File: config.mk
export PLATFORM = sky130hd
export DESIGN_NAME = gamepad_change_event_detector
export DESIGN_NICKNAME = d
export VERILOG_FILES = /design/src/hw/rtl/gced_pkg.sv /design/src/hw/rtl/gced_track.sv /design/src/hw/rtl/gced_emit.sv /design/src/hw/rtl/gamepad_change_event_detector.sv
export VERILOG_INCLUDE_DIRS = /design/src /design/src/hw/rtl
export SDC_FILE = /design/constraint.sdc
export NUM_CORES = 2
export LEC_CHECK = 0
export BUFFER_PORTS_ARGS = -buffer_cell sky130_fd_sc_hd__buf_4
export CORE_ASPECT_RATIO = 0.5
export CORE_UTILIZATION = 63
export CTS_BUF_LIST = sky130_fd_sc_hd__clkbuf_16
export CTS_CLUSTER_DIAMETER = 60
export DETAILED_ROUTE_END_ITERATION = 7
export HOLD_SLACK_MARGIN = 0.08
export PLACE_DENSITY = 0.81
export SKIP_CTS_REPAIR_TIMING = 1
export SYNTH_ARGS = -nofsm -noshare
export SYNTH_HDL_FRONTEND = slang
export SYNTH_SLANG_ARGS = --single-unit
File: constraint.sdc
create_clock -name clk -period 12.41 [get_ports clk]
set_clock_uncertainty 0.05 [all_clocks]
set_input_delay 1.8615 -clock clk [delete_from_list [all_inputs] [get_ports clk]]
set_output_delay 1.8615 -clock clk [all_outputs]
set_load 0.05 [all_outputs]
File: src/hw/rtl/assert_macros.svh
// Assertion macros shared by the RTL modules.
`ifndef ASSERT_MACROS_SVH
`define ASSERT_MACROS_SVH

// Same-cycle implication, checked on every clk edge outside reset.
`define GCED_ASSERT(lbl, prop, msg) \
    lbl: assert property (@(posedge clk) disable iff (!rst_n) prop) else $error(msg);

// Next-cycle implication.
`define GCED_ASSERT_NEXT(lbl, ante, cons, msg) \
    lbl: assert property (@(posedge clk) disable iff (!rst_n) (ante) |=> (cons)) else $error(msg);

`endif

File: src/hw/rtl/gced_pkg.sv
// Shared types and constants of the gamepad change event detector.
package gced_pkg;

    localparam int PADS_DEF    = 16;
    localparam int BUTTONS_DEF = 15;
    localparam int AXES_DEF    = 6;

    localparam int PAD_W       = 4;
    localparam int MASK_W      = 15;
    localparam int AXIS_W      = 16;
    localparam int AXIS_FIELDS = 6;
    localparam int STICK_AXES  = 4;
    localparam int CFG_W       = 15;
    localparam int CODE_W      = 4;
    localparam int KIND_W      = 3;

    localparam int IN_TDATA_W  = 120;
    localparam int OUT_TDATA_W = 32;

    localparam logic [CFG_W-1:0] DEADZONE_RST = 15'd2621;
    localparam logic [CFG_W-1:0] EPSILON_RST  = 15'd328;

    localparam logic CFG_DEADZONE = 1'b0;
    localparam logic CFG_EPSILON  = 1'b1;

    typedef enum logic [KIND_W-1:0] {
        EV_CONNECT    = 3'd0,
        EV_DISCONNECT = 3'd1,
        EV_PRESS      = 3'd2,
        EV_RELEASE    = 3'd3,
        EV_AXIS       = 3'd4
    } ev_kind_t;

    typedef struct packed {
        logic [PAD_W-1:0] pad;
        logic             connect;
        logic             mapped;
    } ev_hdr_t;

endpackage

File: src/hw/rtl/gced_track.sv
// Per-pad presence and history tracking; computes the pending event set of one sample.
module gced_track #(
    parameter int PADS    = gced_pkg::PADS_DEF,
    parameter int BUTTONS = gced_pkg::BUTTONS_DEF,
    parameter int AXES    = gced_pkg::AXES_DEF
) (
    input  logic                                         clk,
    input  logic                                         rst_n,
    input  logic                                         adv,
    input  logic [gced_pkg::PAD_W-1:0]                   pad_index,
    input  logic                                         present,
    input  logic                                         is_mapped,
    input  logic                                         sample_valid,
    input  logic [gced_pkg::MASK_W-1:0]                  button_mask,
    input  logic [gced_pkg::AXIS_FIELDS-1:0][gced_pkg::AXIS_W-1:0] axis_in,
    input  logic [gced_pkg::CFG_W-1:0]                   deadzone,
    input  logic [gced_pkg::CFG_W-1:0]                   change_epsilon,
    output logic [BUTTONS+AXES:0]                        pend,
    output gced_pkg::ev_hdr_t                            hdr,
    output logic [BUTTONS-1:0]                           btn_new,
    output logic [AXES-1:0][gced_pkg::AXIS_W-1:0]        ax_new
);
    import gced_pkg::*;

    localparam int PAD_IW = (PADS > 1) ? $clog2(PADS) : 1;
    localparam int BTN_N  = (BUTTONS > MASK_W) ? BUTTONS : MASK_W;
    localparam int AX_N   = (AXES > AXIS_FIELDS) ? AXES : AXIS_FIELDS;
    localparam logic [PAD_W:0] PAD_LIM = (PAD_W+1)'(PADS);

    logic [PADS-1:0]                present_reg;
    logic [PADS-1:0]                hist_reg;
    logic [BUTTONS-1:0]             btn_hist_reg [PADS];
    logic [AXES-1:0][AXIS_W-1:0]    ax_hist_reg  [PADS];

    logic [PAD_IW-1:0]              pad_sel;
    logic                           pad_ok;
    logic                           pres_chg;
    logic                           do_cmp;
    logic                           hist;
    logic [BTN_N-1:0]               btn_src;
    logic [AX_N-1:0][AXIS_W-1:0]    ax_src;
    logic [BUTTONS-1:0]             btn_chg;
    logic [AXES-1:0]                ax_chg;

    assign pad_sel  = pad_index[PAD_IW-1:0];
    assign pad_ok   = {1'b0, pad_index} < PAD_LIM;
    assign pres_chg = pad_ok && (present != present_reg[pad_sel]);
    assign do_cmp   = pad_ok && !pres_chg && present && is_mapped && sample_valid;
    assign hist     = do_cmp && hist_reg[pad_sel];
    assign btn_src  = BTN_N'(button_mask);
    assign ax_src   = (AX_N*AXIS_W)'(axis_in);
    assign btn_new  = btn_src[BUTTONS-1:0];
    assign btn_chg  = hist ? (btn_new ^ btn_hist_reg[pad_sel]) : '0;

    always_comb
    begin
        logic signed [AXIS_W:0] v;
        logic signed [AXIS_W:0] h;
        logic signed [AXIS_W:0] d;
        logic [AXIS_W:0]        mag;
        logic [AXIS_W:0]        dmag;
        for (int a = 0; a < AXES; a++)
        begin
            v   = (AXIS_W+1)'(signed'(ax_src[a]));
            mag = v[AXIS_W] ? unsigned'(-v) : unsigned'(v);
            if (a < STICK_AXES && mag < {2'b00, deadzone})
                v = '0;
            ax_new[a] = v[AXIS_W-1:0];
            h    = (AXIS_W+1)'(signed'(ax_hist_reg[pad_sel][a]));
            d    = v - h;
            dmag = d[AXIS_W] ? unsigned'(-d) : unsigned'(d);
            ax_chg[a] = hist && (dmag > {2'b00, change_epsilon});
        end
    end

    assign pend        = {ax_chg, btn_chg, pres_chg};
    assign hdr.pad     = pad_index;
    assign hdr.connect = present;
    assign hdr.mapped  = is_mapped;

    always_ff @(posedge clk or negedge rst_n)
    begin
        if (!rst_n)
        begin
            present_reg <= '0;
            hist_reg    <= '0;
        end
        else if (adv)
        begin
            if (pres_chg)
            begin
                present_reg[pad_sel] <= present;
                hist_reg[pad_sel]    <= 1'b0;
            end
            else if (do_cmp)
            begin
                hist_reg[pad_sel] <= 1'b1;
            end
        end
    end

    always_ff @(posedge clk)
    begin
        if (adv && do_cmp)
        begin
            btn_hist_reg[pad_sel] <= btn_new;
            ax_hist_reg[pad_sel]  <= ax_new;
        end
    end

endmodule

File: src/hw/rtl/gced_emit.sv
// Event serializer: pending event set, lowest-first selection and output register.
`include "assert_macros.svh"

module gced_emit #(
    parameter int BUTTONS = gced_pkg::BUTTONS_DEF,
    parameter int AXES    = gced_pkg::AXES_DEF
) (
    input  logic                                  clk,
    input  logic                                  rst_n,
    input  logic                                  load,
    input  logic [BUTTONS+AXES:0]                 pend_in,
    input  gced_pkg::ev_hdr_t                     hdr_in,
    input  logic [BUTTONS-1:0]                    btn_in,
    input  logic [AXES-1:0][gced_pkg::AXIS_W-1:0] ax_in,
    output logic                                  free,
    output logic                                  m_axis_tvalid,
    input  logic                                  m_axis_tready,
    output logic [gced_pkg::OUT_TDATA_W-1:0]      m_axis_tdata,  // pad[3:0] code[7:4] mapped[8] value[24:9]
    output logic [gced_pkg::KIND_W-1:0]           m_axis_tuser,  // event_kind[2:0]
    output logic                                  m_axis_tlast
);
    import gced_pkg::*;

    localparam int EV_W = BUTTONS + AXES + 1;

    logic [EV_W-1:0]               pend_reg;
    ev_hdr_t                       hdr_reg;
    logic [BUTTONS-1:0]            btn_reg;
    logic [AXES-1:0][AXIS_W-1:0]   ax_reg;

    logic                          out_valid_reg;
    ev_kind_t                      out_kind_reg;
    logic [PAD_W-1:0]              out_pad_reg;
    logic [CODE_W-1:0]             out_code_reg;
    logic                          out_mapped_reg;
    logic [AXIS_W-1:0]             out_value_reg;
    logic                          out_last_reg;

    logic [EV_W-1:0]               oh;
    logic [EV_W-1:0]               rem;
    logic                          pend_any;
    logic                          fire;
    logic                          is_btn;
    logic                          btn_dir;
    logic [CODE_W-1:0]             code;
    logic [AXIS_W-1:0]             value;
    ev_kind_t                      kind;

    assign pend_any = |pend_reg;
    assign oh       = pend_reg & (~pend_reg + EV_W'(1));
    assign rem      = pend_reg & ~oh;
    assign fire     = pend_any && (!out_valid_reg || m_axis_tready);
    assign free     = !pend_any || (fire && rem == '0);
    assign is_btn   = |oh[BUTTONS:1];
    assign btn_dir  = |(oh[BUTTONS:1] & btn_reg);

    always_comb
    begin
        code  = '0;
        value = '0;
        for (int i = 0; i < BUTTONS; i++)
        begin
            if (oh[1+i])
                code = code | CODE_W'(i);
        end
        for (int a = 0; a < AXES; a++)
        begin
            if (oh[1+BUTTONS+a])
            begin
                code  = code | CODE_W'(a);
                value = value | ax_reg[a];
            end
        end
    end

    always_comb
    begin
        priority if (oh[0])
            kind = hdr_reg.connect ? EV_CONNECT : EV_DISCONNECT;
        else if (is_btn)
            kind = btn_dir ? EV_PRESS : EV_RELEASE;
        else
            kind = EV_AXIS;
    end

    always_ff @(posedge clk or negedge rst_n)
    begin
        if (!rst_n)
        begin
            pend_reg      <= '0;
            out_valid_reg <= 1'b0;
        end
        else
        begin
            if (load)
                pend_reg <= pend_in;
            else if (fire)
                pend_reg <= rem;

            if (fire)
                out_valid_reg <= 1'b1;
            else if (m_axis_tready)
                out_valid_reg <= 1'b0;
        end
    end

    always_ff @(posedge clk)
    begin
        if (load)
        begin
            hdr_reg <= hdr_in;
            btn_reg <= btn_in;
            ax_reg  <= ax_in;
        end
        if (fire)
        begin
            out_kind_reg   <= kind;
            out_pad_reg    <= hdr_reg.pad;
            out_code_reg   <= code;
            out_mapped_reg <= oh[0] && hdr_reg.connect && hdr_reg.mapped;
            out_value_reg  <= value;
            out_last_reg   <= (rem == '0);
        end
    end

    assign m_axis_tvalid = out_valid_reg;
    assign m_axis_tuser  = out_kind_reg;
    assign m_axis_tlast  = out_last_reg;
    assign m_axis_tdata  = OUT_TDATA_W'({out_value_reg, out_mapped_reg, out_code_reg,
                                         out_pad_reg});

    `GCED_ASSERT(a_no_overwrite, (out_valid_reg && !m_axis_tready) |-> !fire, "output overwritten while stalled")
    `GCED_ASSERT(a_presence_alone, pend_reg[0] |-> (pend_reg[EV_W-1:1] == '0), "presence event mixed with others")
    `GCED_ASSERT(a_disc_unmapped, (out_valid_reg && out_kind_reg == EV_DISCONNECT) |-> !out_mapped_reg, "disconnect carries mapped flag")

endmodule

File: src/hw/rtl/gamepad_change_event_detector.sv
// Top level of the gamepad change event detector.
//
//  channel   dir  handshake               payload
//  s_axis    in   s_axis_tvalid/tready    one poll sample per transaction
//  m_axis    out  m_axis_tvalid/tready    one event per transaction, tlast on the final one
//  cfg       in   cfg_wr_en               cfg_addr 0 deadzone, 1 change_epsilon
//
// Sample path: input register, compare against the per-pad history, then the event
// serializer and output register. A sample giving several events occupies the serializer
// until its last event fires; samples giving zero or one event stream at one per cycle
// when the output does not stall, and the serializer then emits one event per cycle.
// Reset clears presence and history flags; button and axis history need no clearing.
// Output stalls back up through the serializer into the input register.
`include "assert_macros.svh"

module gamepad_change_event_detector #(
    parameter int PADS    = gced_pkg::PADS_DEF,
    parameter int BUTTONS = gced_pkg::BUTTONS_DEF,
    parameter int AXES    = gced_pkg::AXES_DEF
) (
    input  logic                                clk,
    input  logic                                rst_n,
    input  logic                                s_axis_tvalid,
    output logic                                s_axis_tready,
    // pad_index[3:0] present[4] is_mapped[5] sample_valid[6] button_mask[21:7]
    // axis_0[37:22] axis_1[53:38] axis_2[69:54] axis_3[85:70] axis_4[101:86] axis_5[117:102]
    input  logic [gced_pkg::IN_TDATA_W-1:0]     s_axis_tdata,
    output logic                                m_axis_tvalid,
    input  logic                                m_axis_tready,
    // event_pad[3:0] event_code[7:4] event_mapped[8] event_axis_value[24:9]
    output logic [gced_pkg::OUT_TDATA_W-1:0]    m_axis_tdata,
    // event_kind[2:0]
    output logic [gced_pkg::KIND_W-1:0]         m_axis_tuser,
    output logic                                m_axis_tlast,
    input  logic                                cfg_wr_en,
    input  logic                                cfg_addr,
    input  logic [gced_pkg::CFG_W-1:0]          cfg_wr_data
);
    import gced_pkg::*;

    localparam int POS_PRESENT = PAD_W;
    localparam int POS_MAPPED  = PAD_W + 1;
    localparam int POS_VALID   = PAD_W + 2;
    localparam int POS_MASK    = PAD_W + 3;
    localparam int POS_AXES    = POS_MASK + MASK_W;

    logic                                   in_valid_reg;
    logic [IN_TDATA_W-1:0]                  in_data_reg;
    logic [CFG_W-1:0]                       deadzone_reg;
    logic [CFG_W-1:0]                       epsilon_reg;

    logic                                   adv;
    logic                                   free;
    logic [AXIS_FIELDS-1:0][AXIS_W-1:0]     axis_in;
    logic [BUTTONS+AXES:0]                  pend;
    ev_hdr_t                                hdr;
    logic [BUTTONS-1:0]                     btn_new;
    logic [AXES-1:0][AXIS_W-1:0]            ax_new;

    assign adv           = in_valid_reg && free;
    assign s_axis_tready = !in_valid_reg || free;
    assign axis_in       = in_data_reg[POS_AXES +: AXIS_FIELDS*AXIS_W];

    always_ff @(posedge clk or negedge rst_n)
    begin
        if (!rst_n)
        begin
            in_valid_reg <= 1'b0;
            deadzone_reg <= DEADZONE_RST;
            epsilon_reg  <= EPSILON_RST;
        end
        else
        begin
            if (s_axis_tready)
                in_valid_reg <= s_axis_tvalid;
            if (cfg_wr_en)
            begin
                unique case (cfg_addr)
                    CFG_DEADZONE: deadzone_reg <= cfg_wr_data;
                    CFG_EPSILON:  epsilon_reg  <= cfg_wr_data;
                    default:      ;
                endcase
            end
        end
    end

    always_ff @(posedge clk)
    begin
        if (s_axis_tready && s_axis_tvalid)
            in_data_reg <= s_axis_tdata;
    end

    gced_track #(
        .PADS    (PADS),
        .BUTTONS (BUTTONS),
        .AXES    (AXES)
    ) u_track (
        .clk            (clk),
        .rst_n          (rst_n),
        .adv            (adv),
        .pad_index      (in_data_reg[PAD_W-1:0]),
        .present        (in_data_reg[POS_PRESENT]),
        .is_mapped      (in_data_reg[POS_MAPPED]),
        .sample_valid   (in_data_reg[POS_VALID]),
        .button_mask    (in_data_reg[POS_MASK +: MASK_W]),
        .axis_in        (axis_in),
        .deadzone       (deadzone_reg),
        .change_epsilon (epsilon_reg),
        .pend           (pend),
        .hdr            (hdr),
        .btn_new        (btn_new),
        .ax_new         (ax_new)
    );

    gced_emit #(
        .BUTTONS (BUTTONS),
        .AXES    (AXES)
    ) u_emit (
        .clk           (clk),
        .rst_n         (rst_n),
        .load          (adv),
        .pend_in       (pend),
        .hdr_in        (hdr),
        .btn_in        (btn_new),
        .ax_in         (ax_new),
        .free          (free),
        .m_axis_tvalid (m_axis_tvalid),
        .m_axis_tready (m_axis_tready),
        .m_axis_tdata  (m_axis_tdata),
        .m_axis_tuser  (m_axis_tuser),
        .m_axis_tlast  (m_axis_tlast)
    );

    `GCED_ASSERT_NEXT(a_drain_empty, adv && !s_axis_tvalid, !in_valid_reg, "input register kept a drained sample")

endmodule
==> results by group <==
Synth
  • FF+latch count, synth: 2130
  • Post-synth EDFFs: just over 2000
  • Syn avg cell area: 18.2 µm²
  • Ys async rst share: 4.04%
  • Synthesized area: approximately 0.092 mm²
  • Synth cell types: 91
  • Synth Flop Type: edfxtp_1
  • Post-Synthesis Cells: between 5000 and 6000
  • Synth warn: 0
  • Post-synthesis sequential area ratio: roughly 69%

Global route
  • Largest net degree at the start of global routing: 121
  • Global-route wire length before repair: around 350000 µm
  • GRT Util Overall: ~33%
  • Initial antenna violation count: 9
  • Vias in the first global route: between 50000 and 60000
  • Overflow after GRT: 0

Drt
  • Drt pass-1 iters: 6
  • Via Count: 52300
  • WL final: about 240000 µm
  • DR iter-0 viols: roughly 7900
  • Routed WL per cell: 32.8 µm
  • Antenna Nets Post-Route: 0
  • Vias/cell: 7.06
  • # DRC: 0

Finish
  • Nets: roughly 5700
  • Max reg flops: 1536
  • Layout cell share with drive strength beyond 1: 22.3%
  • Syn-to-layout area delta: 10.6%

Clock tree
  • CTS tree: done
  • Total CTS buffers: between 150 and 200
  • Depth of the CTS H-tree: 4
  • Maximum root-to-sink buffer count: 3
  • Worst skew pair latency: slightly above 800 ps
  • Clk root buf: clkbuf_16
  • Clock Sinks: between 2000 and 2500
  • Clk slew on worst S/H paths: 70 ps

Critical path
  • Type of origin of the critical path: flop
  • Worst setup EP type: flop
  • CP arrival: 9590 ps
  • Slowest stage delay, CP: approximately 1100 ps
  • CP max stage cell: nor2b_1
  • Cell mode on critical path: ha_1
  • Critical Path RT: around 13000 ps
  • WS Path Type: reg2reg
  • Critical path peak fanout: 18

Floorplanning
  • Core Area: 0.144 mm²
  • Std cell rows: between 90 and 100
  • Starting Density: 63.8%
  • Num ports: about 180
  • Area of the die: about 0.15 mm²
  • Die W: 542 µm
  • Die Height: 272 µm

Pwr
  • PD cells: around 190 mW/mm²
  • Peak supply drop: 0.163 mV
  • Leak pwr: between 0.03 and 0.04 µW
  • Total Power: a little under 20000 µW

Min path
  • Hold Path Class: reg2reg

Place
  • Port Buffers: 169
  • RD Place Congestion: 0.942
  • Dpl hpwl: roughly 140000 µm

STA
  • Hold Vio Cnt, Final: 0
  • Max Freq: 0.111 GHz
  • Final worst path period share: approximately 73%
  • RSZ-0062 raised after global routing: no
  • TNS Setup: 0 ps
  • Worst slew margin: roughly 2.3%
  • Tmin final: about 9000 ps
  • Setup violations, final: 0
  • Slew Limit Fails: 0
  • Worst-Margin Slew: around 1500 ps

Status
  • Status: complete, no violations

Job
  • Max-Cap Viols: 0
-- cells in the final DEF (no fill, tap or decap), types with 18 or more instances in the layout --
cell,count
a31oi_1,20
a21o_1,55
buf_4,284
edfxtp_1,2040
mux4_2,564
o22a_1,18
mux2_2,38
or2_2,19
clkbuf_16,177
nand2b_1,43
nor2_1,179
a21oi_1,117
nor2b_1,77
inv_1,214
xor2_1,46
o21a_1,22
nor4_1,24
or4_1,21
a221o_1,20
and3_1,24
o31ai_1,37
nand2_1,206
clkinv_1,43
o21ai_0,144
clkinv_2,27
nand3_1,57
xnor2_1,156
nand4_1,27
ha_1,253
dfrtp_1,76
a211oi_1,20
nor3_1,69
-- cell usage after synthesis, types with 10 or more instances --
cell type | instances | area share [%]
nand4_1 | 27 | 0.18
mux2_2 | 38 | 0.47
a21oi_1 | 117 | 0.64
ha_1 | 253 | 3.5
dfrtp_1 | 76 | 2.1
mux4_2 | 564 | 14
buf_1 | 44 | 0.18
nor2b_1 | 79 | 0.54
o21ai_0 | 145 | 0.79
a31oi_1 | 20 | 0.14
or2_2 | 19 | 0.13
nand2b_1 | 43 | 0.29
o2111ai_1 | 12 | 0.11
a221o_1 | 20 | 0.22
nand2_1 | 206 | 0.84
xor2_1 | 46 | 0.44
o22a_1 | 18 | 0.17
a222oi_1 | 16 | 0.17
xnor2_1 | 156 | 1.5
clkbuf_1 | 146 | 0.60
and3_1 | 24 | 0.16
nor2_1 | 196 | 0.80
or4_1 | 21 | 0.17
o211ai_1 | 17 | 0.14
inv_1 | 178 | 0.73
a21o_1 | 55 | 0.45
edfxtp_1 | 2040 | 67
nor3_1 | 69 | 0.38
o31ai_1 | 37 | 0.30
dfstp_2 | 10 | 0.29
a211oi_1 | 20 | 0.16
o21a_1 | 22 | 0.18
nand3_1 | 57 | 0.31
nor4_1 | 24 | 0.16
or3_1 | 14 | 0.095
-- through the flow --
stage / cell area, µm² / std cells / utilization [%] / worst slack [ps] / hold WS [ps]
2_1_floorplan: 91700 / 5044 / - / 2110 / 350
3_3_place_gp: 95900 / 7085 / 66.7 / 3870 / 358
3_5_place_dp: 95900 / 7085 / 66.7 / 3740 / 357
4_1_cts: 101000 / 7404 / 70.6 / 3650 / 364
5_1_grt: 101000 / 7405 / 70.6 / 2730 / 377
6_report: 101000 / 7406 / 70.6 / 3400 / 358
-- report_power, final --
group / switching, µW / leakage [µW] / internal (µW)
sequential: 261 / 0.0199 / 8450
combinational: 3190 / 0.0120 / 2140
clock: 2630 / 0.00284 / 2830
total: 6080 / 0.0347 / 13400
-- final cells by class --
| type | count | area, µm² |
|---|---|---|
| Sequential cell | 2130 | 63500 |
| Fill cell | 8445 | 42200 |
| Multi-Input combinational cell | 2531 | 26900 |
| Clock buffer | 177 | 4430 |
| Tap cell | 1950 | 2440 |
| Timing Repair Buffer | 296 | 2370 |
| Clock inverter | 142 | 1120 |
| Inverter | 178 | 673 |
| Antenna cell | 2 | 5.00 |
-- path summary, 6_finish.rpt --
check / startpoint / end / slack [ps] / cells past startpoint
max: in_data_reg[70]$_DFFE_PP_ / u_emit.pend_reg[19]$_DFFE_PN0P_ / 3400 / 32
min: u_emit.hdr_reg[4]$_DFFE_PP_ / u_emit.out_pad_reg[2]$_DFFE_PP_ / 360 / 0
max reg2reg: in_data_reg[70]$_DFFE_PP_ / u_emit.pend_reg[19]$_DFFE_PN0P_ / 3400 / 32
min reg2reg: u_emit.hdr_reg[4]$_DFFE_PP_ / u_emit.out_pad_reg[2]$_DFFE_PP_ / 360 / 0
max in group asynchronous: rst_n / deadzone_reg[1]$_DFFE_PN0P_ / 10080 / 2
min in group asynchronous: rst_n / u_track.present_reg[3]$_DFFE_PN0P_ / 940 / 1
-- worst max-delay path: cells and delay by family (launching register included) --
kind	cells	cell delay (ps)
AND/OR/NAND/NOR	10	2540
buffers and inverters	2	380
flip-flops	1	500
AO/OA/AOI/OAI	14	3760
adder cells (fa/ha/maj)	4	1250
XOR/XNOR	2	310
-- layer usage --
layer	vias to the layer above	track usage, %	wire (µm)
met5	-	0	52
met4	8	13.1	10200
met3	620	7.33	30700
met2	3990	51.5	113000
met1	26700	46.9	88700
li1	21000	-	-
-- cells by family (layout without fill, tap and decap cells) --
kind of cell	count (synthesis)	count (layout)	share of synthesized area, %
xor+xnor	202	202	1.93
simple gates	840	840	4.65
mux	611	611	14.4
compound gates	610	610	4.55
other cells	1	9	0.00409
flops	2130	2130	69.2
fa+ha+maj	261	261	3.60
buf+inv	383	793	1.61
Note: power is estimated with default switching activity, not from simulation.
